`src/rtl/clb_pkg.sv`:
```
`timescale 1ns / 1ps
// ----------------------------------------------------------------------------
// clb_pkg
// Shared types and constants for the cursor line edit buffer.
// ----------------------------------------------------------------------------
package clb_pkg;

  localparam int LINE_CAPACITY = 32;
  localparam int QUEUE_DEPTH   = 4;

  localparam logic [7:0] KEY_HOME   = 8'h2D;  // '-'
  localparam logic [7:0] KEY_END    = 8'h2B;  // '+'
  localparam logic [7:0] KEY_RIGHT  = 8'h2A;  // '*'
  localparam logic [7:0] KEY_DELETE = 8'h33;  // '3'

  typedef enum logic [2:0] {
    OP_HOME,
    OP_END,
    OP_RIGHT,
    OP_DELETE,
    OP_INSERT
  } op_e;

  typedef enum logic {
    BACK_EDIT,
    BACK_EMIT
  } back_state_e;

  typedef struct packed {
    op_e        op;
    logic [7:0] ch;
    logic       eol;
  } q_entry_t;

endpackage

```
`src/rtl/clb_front.sv`:
```
`timescale 1ns / 1ps
// ----------------------------------------------------------------------------
// clb_front
// Accepts key words and classifies each one into an edit operation.
// ----------------------------------------------------------------------------
module clb_front (
  input  logic              in_valid_i,
  output logic              in_stall_o,
  input  logic [7:0]        key_code_i,
  input  logic              end_of_line_i,
  output logic              push_o,
  output clb_pkg::q_entry_t entry_o,
  input  logic              full_i
);
  import clb_pkg::*;

  op_e op;

  always_comb begin
    case (key_code_i)
      KEY_HOME:   op = OP_HOME;
      KEY_END:    op = OP_END;
      KEY_RIGHT:  op = OP_RIGHT;
      KEY_DELETE: op = OP_DELETE;
      default:    op = OP_INSERT;
    endcase
  end

  assign in_stall_o    = full_i;
  assign push_o        = in_valid_i && !full_i;
  assign entry_o.op    = op;
  assign entry_o.ch    = key_code_i;
  assign entry_o.eol   = end_of_line_i;

endmodule

```
`src/rtl/clb_fifo.sv`:
```
`timescale 1ns / 1ps
// ----------------------------------------------------------------------------
// clb_fifo
// Short queue of classified operations between front and back.
// ----------------------------------------------------------------------------
module clb_fifo #(
  parameter int Depth = clb_pkg::QUEUE_DEPTH
) (
  input  logic              clk_i,
  input  logic              rst_ni,
  input  logic              push_i,
  input  clb_pkg::q_entry_t entry_i,
  output logic              full_o,
  input  logic              pop_i,
  output logic              empty_o,
  output clb_pkg::q_entry_t entry_o
);
  import clb_pkg::*;

  localparam int PtrW = (Depth > 1) ? $clog2(Depth) : 1;
  localparam int CntW = $clog2(Depth + 1);

  q_entry_t        mem_q [Depth];
  logic [PtrW-1:0] wr_ptr_q, wr_ptr_d, rd_ptr_q, rd_ptr_d;
  logic [CntW-1:0] count_q, count_d;

  assign full_o  = (count_q == CntW'(Depth));
  assign empty_o = (count_q == '0);
  assign entry_o = mem_q[rd_ptr_q];

  always_comb begin
    wr_ptr_d = wr_ptr_q;
    rd_ptr_d = rd_ptr_q;
    count_d  = count_q;
    if (push_i) begin
      wr_ptr_d = (wr_ptr_q == PtrW'(Depth - 1)) ? '0 : wr_ptr_q + 1'b1;
    end
    if (pop_i) begin
      rd_ptr_d = (rd_ptr_q == PtrW'(Depth - 1)) ? '0 : rd_ptr_q + 1'b1;
    end
    if (push_i && !pop_i) begin
      count_d = count_q + 1'b1;
    end else if (pop_i && !push_i) begin
      count_d = count_q - 1'b1;
    end
  end

  always_ff @(posedge clk_i or negedge rst_ni) begin
    if (!rst_ni) begin
      wr_ptr_q <= '0;
      rd_ptr_q <= '0;
      count_q  <= '0;
    end else begin
      wr_ptr_q <= wr_ptr_d;
      rd_ptr_q <= rd_ptr_d;
      count_q  <= count_d;
    end
  end

  always_ff @(posedge clk_i) begin
    if (push_i) begin
      mem_q[wr_ptr_q] <= entry_i;
    end
  end

endmodule

```
`src/rtl/clb_back.sv`:
```
`timescale 1ns / 1ps
// ----------------------------------------------------------------------------
// clb_back
// Row of character cells with cursor; applies edits and emits the line.
// ----------------------------------------------------------------------------
module clb_back #(
  parameter int LineCapacity = clb_pkg::LINE_CAPACITY,
  localparam int LenW        = $clog2(LineCapacity + 1)
) (
  input  logic              clk_i,
  input  logic              rst_ni,
  input  logic              empty_i,
  input  clb_pkg::q_entry_t entry_i,
  output logic              pop_o,
  output logic              out_valid_o,
  input  logic              out_stall_i,
  output logic [7:0]        out_char_o,
  output logic              last_char_o,
  output logic              line_empty_o,
  output logic              overflowed_o,
  output logic [LenW-1:0]   cursor_o,
  output logic [LenW-1:0]   length_o
);
  import clb_pkg::*;

  back_state_e     state_q, state_d;
  logic [LenW-1:0] len_q, len_d, cur_q, cur_d;
  logic            ovf_q, ovf_d;
  logic [7:0]      cell_q [LineCapacity];
  logic [7:0]      cell_d [LineCapacity];

  // Cell row controls: a right shift opens a slot at the cursor, a left
  // shift closes the slot at thr.
  logic            shift_ins, shift_del;
  logic [LenW-1:0] thr;
  logic            out_take;

  assign out_take = out_valid_o && !out_stall_i;

  always_comb begin
    state_d     = state_q;
    len_d       = len_q;
    cur_d       = cur_q;
    ovf_d       = ovf_q;
    pop_o       = 1'b0;
    out_valid_o = 1'b0;
    shift_ins   = 1'b0;
    shift_del   = 1'b0;
    thr         = cur_q;
    case (state_q)
      BACK_EDIT: begin
        if (!empty_i) begin
          pop_o = 1'b1;
          case (entry_i.op)
            OP_HOME:  cur_d = '0;
            OP_END:   cur_d = len_q;
            OP_RIGHT: begin
              if (cur_q < len_q) begin
                cur_d = cur_q + 1'b1;
              end
            end
            OP_DELETE: begin
              if (cur_q < len_q) begin
                shift_del = 1'b1;
                len_d     = len_q - 1'b1;
              end
            end
            default: begin
              if (len_q == LenW'(LineCapacity)) begin
                ovf_d = 1'b1;
              end else begin
                shift_ins = 1'b1;
                len_d     = len_q + 1'b1;
                cur_d     = cur_q + 1'b1;
              end
            end
          endcase
          if (entry_i.eol) begin
            state_d = BACK_EDIT == BACK_EDIT ? BACK_EMIT : BACK_EMIT;
          end
        end
      end
      BACK_EMIT: begin
        out_valid_o = 1'b1;
        thr         = '0;
        // The cursor has no use while the line drains, so it is parked at
        // zero and never runs past the shrinking length.
        cur_d       = '0;
        if (out_take) begin
          if (len_q <= LenW'(1)) begin
            state_d = BACK_EDIT;
            len_d   = '0;
            ovf_d   = 1'b0;
          end else begin
            // Emit by shifting the row toward cell zero.
            shift_del = 1'b1;
            len_d     = len_q - 1'b1;
          end
        end
      end
      default: state_d = BACK_EDIT;
    endcase
  end

  for (genvar g = 0; g < LineCapacity; g++) begin : g_cell
    logic [7:0] from_left, from_right;
    if (g == 0) begin : g_first
      assign from_left = entry_i.ch;
    end else begin : g_mid
      assign from_left = (LenW'(g) == cur_q) ? entry_i.ch : cell_q[g-1];
    end
    if (g == LineCapacity - 1) begin : g_last
      assign from_right = 8'h00;
    end else begin : g_inner
      assign from_right = cell_q[g+1];
    end
    always_comb begin
      cell_d[g] = cell_q[g];
      if (shift_ins && (LenW'(g) >= cur_q)) begin
        cell_d[g] = from_left;
      end else if (shift_del && (LenW'(g) >= thr)) begin
        cell_d[g] = from_right;
      end
    end
    always_ff @(posedge clk_i) begin
      cell_q[g] <= cell_d[g];
    end
  end

  always_ff @(posedge clk_i or negedge rst_ni) begin
    if (!rst_ni) begin
      state_q <= BACK_EDIT;
      len_q   <= '0;
      cur_q   <= '0;
      ovf_q   <= 1'b0;
    end else begin
      state_q <= state_d;
      len_q   <= len_d;
      cur_q   <= cur_d;
      ovf_q   <= ovf_d;
    end
  end

  assign line_empty_o = (len_q == '0);
  assign out_char_o   = line_empty_o ? 8'h00 : cell_q[0];
  assign last_char_o  = (len_q <= LenW'(1));
  assign overflowed_o = ovf_q;
  assign cursor_o     = cur_q;
  assign length_o     = len_q;

endmodule

```
`src/rtl/cursor_line_edit_buffer.sv`:
```
`timescale 1ns / 1ps
// ----------------------------------------------------------------------------
// cursor_line_edit_buffer
// Line edit buffer with cursor: classify front, operation queue, cell row.
// ----------------------------------------------------------------------------
// Each accepted word is queued and later applied to the cell row; no word is
// popped while a line drains, so the queue fills. End of line starts emission.
// Throughput: one word per cycle while the queue has room; a line of n
// characters drains as max(n,1) results, one per cycle unless stalled.
// Reset: asynchronous, clears queue pointers, length, cursor and overflow flag.
// ----------------------------------------------------------------------------
module cursor_line_edit_buffer #(
  parameter int LineCapacity = clb_pkg::LINE_CAPACITY,
  parameter int QueueDepth   = clb_pkg::QUEUE_DEPTH
) (
  input  logic       clk_i,
  input  logic       rst_ni,
  input  logic       in_valid_i,
  output logic       in_stall_o,
  input  logic [7:0] key_code_i,
  input  logic       end_of_line_i,
  output logic       out_valid_o,
  input  logic       out_stall_i,
  output logic [7:0] out_char_o,
  output logic       last_char_o,
  output logic       line_empty_o,
  output logic       overflowed_o
);
  import clb_pkg::*;

  localparam int LenW = $clog2(LineCapacity + 1);

  logic            push, full, pop, empty;
  q_entry_t        push_entry, head_entry;
  logic [LenW-1:0] cursor, length;

  clb_front u_front (
    .in_valid_i    (in_valid_i),
    .in_stall_o    (in_stall_o),
    .key_code_i    (key_code_i),
    .end_of_line_i (end_of_line_i),
    .push_o        (push),
    .entry_o       (push_entry),
    .full_i        (full)
  );

  clb_fifo #(
    .Depth (QueueDepth)
  ) u_fifo (
    .clk_i   (clk_i),
    .rst_ni  (rst_ni),
    .push_i  (push),
    .entry_i (push_entry),
    .full_o  (full),
    .pop_i   (pop),
    .empty_o (empty),
    .entry_o (head_entry)
  );

  clb_back #(
    .LineCapacity (LineCapacity)
  ) u_back (
    .clk_i        (clk_i),
    .rst_ni       (rst_ni),
    .empty_i      (empty),
    .entry_i      (head_entry),
    .pop_o        (pop),
    .out_valid_o  (out_valid_o),
    .out_stall_i  (out_stall_i),
    .out_char_o   (out_char_o),
    .last_char_o  (last_char_o),
    .line_empty_o (line_empty_o),
    .overflowed_o (overflowed_o),
    .cursor_o     (cursor),
    .length_o     (length)
  );

  // No edit is applied while a line is draining.
  assert property (@(posedge clk_i) disable iff (!rst_ni) out_valid_o |-> !pop)
    else $error("queue popped during emission");

  assert property (@(posedge clk_i) disable iff (!rst_ni) cursor <= length)
    else $error("cursor beyond line length");

  assert property (@(posedge clk_i) disable iff (!rst_ni)
    (length <= LenW'(LineCapacity)))
    else $error("line length beyond capacity");

  // The final word of a line ends emission and leaves a clean buffer.
  assert property (@(posedge clk_i) disable iff (!rst_ni)
    (out_valid_o && !out_stall_i && last_char_o) |=>
      (!out_valid_o && !overflowed_o && (cursor == '0)))
    else $error("buffer not cleared after line");

  assert property (@(posedge clk_i) disable iff (!rst_ni)
    (out_valid_o && line_empty_o) |-> last_char_o)
    else $error("empty line result not marked last");

endmodule

```
`config.mk`:
```
export PLATFORM = sky130hd
export DESIGN_NAME = cursor_line_edit_buffer
export DESIGN_NICKNAME = d
export VERILOG_FILES = /design/src/rtl/clb_pkg.sv /design/src/rtl/clb_front.sv /design/src/rtl/clb_fifo.sv /design/src/rtl/clb_back.sv /design/src/rtl/cursor_line_edit_buffer.sv
export SDC_FILE = /design/constraint.sdc
export NUM_CORES = 1
export LEC_CHECK = 0
export BUFFER_PORTS_ARGS = -buffer_cell sky130_fd_sc_hd__clkbuf_2
export CORE_MARGIN = 10
export CORE_UTILIZATION = 61
export DETAILED_ROUTE_END_ITERATION = 7
export PLACE_DENSITY = 0.9
export SYNTH_ARGS = -nofsm -noshare
export SYNTH_HDL_FRONTEND = slang
export SYNTH_SLANG_ARGS = --single-unit
```
`constraint.sdc`:
```
create_clock -name clk_i -period 3.81 [get_ports clk_i]
set_input_delay 0.5715 -clock clk_i [delete_from_list [all_inputs] [get_ports clk_i]]
set_output_delay 0.5715 -clock clk_i [all_outputs]
set_load 0.03 [all_outputs]
```
==> results.tsv <==
metric	value	unit
endpoint type of the worst setup path	flop	
Worst Clk Skew	0.0188	ns
fmax	296	MHz
GRT Util Overall	23.3	%
DR WL/cell	21.8	um
Logic pwr share	39.3	%
grt ovf	0	
final setup fails	0	
ys async rst share	6.46	%
Setup Buffers After CTS	0	
Clock power frac	17.3	%
Area growth, synth to finish	8.76	%
violation count after the first detailed-route iteration	1697	
status	finished, final reports clean	
clock sink count	325	
row count	61	
Yosys cell types	64	
yosys warns	0	
synthesized cell area	0.0173	mm^2
largest net degree at the start of global routing	33	
sw frac	40.2	%
Post-synth EDFFs	304	
Final period util	88.7	%
Sw Pwr	7340	uW
uppermost layer routed	met4	
ANT cells	0	
flop2flop setup slack	0.43	ns
Crit path required time	3.95	ns
post-synthesis sequential area ratio	55.9	%
# Max-Cap Violations	0	
leakage	0.00771	uW
crit path cell chain	inv_1 -> ha_1 -> a21o_1 -> a31oi_1 -> o21ai_0 -> o31a_1 -> and2_4 -> o21ai_0	
Buf/Inv on CP	1	
DRC violations left	0	
Final Max Tran Viols	0	
final non-filler cell total	1949	
via count	12630	
Clk Latency, worst-skew pair	0.53	ns
total wire length after detailed routing	42500	um
met1 wire length	17400	um
met3 wire len	4350	um
Peak VDD IR	1.01	mV
Pwr Density	971	mW/mm^2
detailed-router iteration count before antenna repair	6	
peak per-stage delay on the critical path	0.96	ns
initial antenna violation count	0	
final instance area	0.0188	mm^2
die width	188	um
Post-Route Setup TNS	0	ns
Setup CP Type	reg -> reg	
Reg power frac	43.4	%
most frequent cells in the layout	edfxtp_1 (304), mux2i_1 (235), nor2_1 (189), a21oi_1 (166), nand2_1 (143)	
commonest non-fill, non-tap cell in the layout	edfxtp_1	
CP Launch Type	flop	
clk slew on worst S/H paths	0.06	ns
CTS Root Cell	clkbuf_16	
most frequent CP cell	o21ai_0	
RSZ-0062 raised after global routing	no	
critical path peak fanout	10	
vias in the first global route	12297	
H-tree depth	2	
Die Y-Extent	188	um
clock buffer depth	3	
Initial Util	61.9	%
register bit total from synthesis	325	
PostCTS Resize Cnt	0	
Core Area	0.0279	mm^2
Num CTS Buffers	35	
Crit-path slowest cell	o21ai_0	
Avg Inst Size Synth	11.2	um^2
IO Pins	26	
Antenna Nets Post-Route	0	
Hold/Removal Path Class	in -> async	
Post-Place Cells	1888	
Final min period	3.38	ns
met2 wire len	19400	um
Nets	1579	
CTS tree	yes	
Slew headroom	16.8	%
# hold bufs at CTS	0	
PortBufs	25	
dpl hpwl	28000	um
first-pass GRT wire length	67200	um
Hold Fails Final Rpt	0	
family with the most delay on the worst path	compound AO/OA/AOI/OAI gates	
gpl congestion	0.988	
crit path DAT	3.52	ns
vias per cell	6.48	
syn nets	1574	
Int Pwr	10900	uW
Placement Cell Area	0.0177	mm^2
prevailing post-synth register cell	edfxtp_1	
Die Area	0.0354	mm^2
Worst-Margin Slew	1.23	ns
share of layout cells above drive strength 1	10.1	%
Syn Inst Count	1542	
## layout make-up
type / count / area, um^2
flip-flops and latches: 325 / 9650
fillers: 1922 / 9090
multi-input cells: 1096 / 7060
clock buffers: 46 / 938
well taps: 378 / 473
repair buffers: 70 / 463
clock inverters: 15 / 104
inverters: 19 / 71.3
## power by group through the flow
stage | clock [uW] | combinational (uW) | sequential (uW)
3_3_place_gp | 0 | 6600 | 7760
3_5_place_dp | 0 | 6900 | 7870
5_1_grt | 3300 | 7890 | 8050
4_1_cts | 3170 | 7010 | 7840
2_1_floorplan | 0 | 5190 | 7350
6_report | 3150 | 7160 | 7920
## registers in the layout, summed over array words and instances, names as in the netlist
register	cells
u_back.cell_q	256
u_fifo.mem_q	48
u_back.cursor_o	6
u_back.length_o	6
u_fifo.count_q	3
u_fifo.rd_ptr_q	2
u_fifo.wr_ptr_q	2
u_back.overflowed_o	1
u_back.state_q	1
## worst reg2reg max path, cell delays in order, from the launching register on
cell,delay [ns]
dfrtp_1,0.49
inv_1,0.12
ha_1,0.30
a21o_1,0.18
a31oi_1,0.19
o21ai_0,0.16
o31a_1,0.35
and2_4,0.23
o21ai_0,0.96
## metrics by stage
| step | total power, uW | worst slack, ns | hold WS, ns | util, % |
|---|---|---|---|---|
| 2_1_floorplan | 12500 | 0.864 | 0.276 | - |
| 3_5_place_dp | 14800 | 0.481 | 0.533 | 63.6 |
| 6_report | 18200 | 0.430 | 0.0339 | 67.4 |
| 4_1_cts | 18000 | 0.431 | 0.0393 | 67.4 |
| 5_1_grt | 19200 | 0.173 | 0.0609 | 67.4 |
| 3_3_place_gp | 14400 | 0.674 | 0.489 | 63.6 |
## per-layer routing
metal  track usage, %  vias up
li1                 -     5696
met1             31.9     6065
met2             36.6      752
met3             4.23      117
met4             8.18        0
met5                0        -
## cell usage after synthesis (6+ instances only)
cell	number	area share (%)
buf_2	39	1.1
inv_1	18	0.39
a21oi_1	166	4.8
nand3_1	21	0.61
mux2_2	10	0.65
a211oi_1	6	0.26
clkbuf_1	49	1.1
and2_1	14	0.51
and3_1	7	0.25
o21ai_0	126	3.7
nand2b_1	12	0.44
edfxtp_1	304	53
nor3_1	9	0.26
nor2_1	189	4.1
ha_1	18	1.3
a31oi_1	7	0.25
mux4_2	12	1.6
a21o_1	7	0.30
dfrtp_1	21	3.0
mux2i_1	235	14
nor2b_1	9	0.33
nand2_1	143	3.1
o22ai_1	23	0.83
o21bai_1	10	0.44
buf_1	7	0.15
## worst paths after layout
path                                          from                    end  cells after the start
worst max-delay path            u_back.length_o[2]  u_back.cell_q[15][12]                      8
worst min-delay path                        rst_ni      u_fifo.count_q[1]                      1
worst max register to register  u_back.length_o[2]  u_back.cell_q[15][12]                      8
worst min register to register   u_fifo.count_q[2]      u_fifo.count_q[2]                      1
max in group asynchronous                   rst_ni     u_back.length_o[5]                      1
min in group clk_i                   end_of_line_i     u_fifo.mem_q[2][0]                      1
## logic make-up after synthesis
logic type                 count (synthesis)  synth area share, %
buffers and inverters                    121                 3.12
adders and majority gates                 19                 1.42
AOI/OAI and AO/OA                        380                 12.4
muxes                                    257                 15.9
DFF                                      325                 55.9
xor gates and xnor gates                   5                0.254
and+or+nand+nor                          435                 11.1
(Power assumes the default switching activity.)
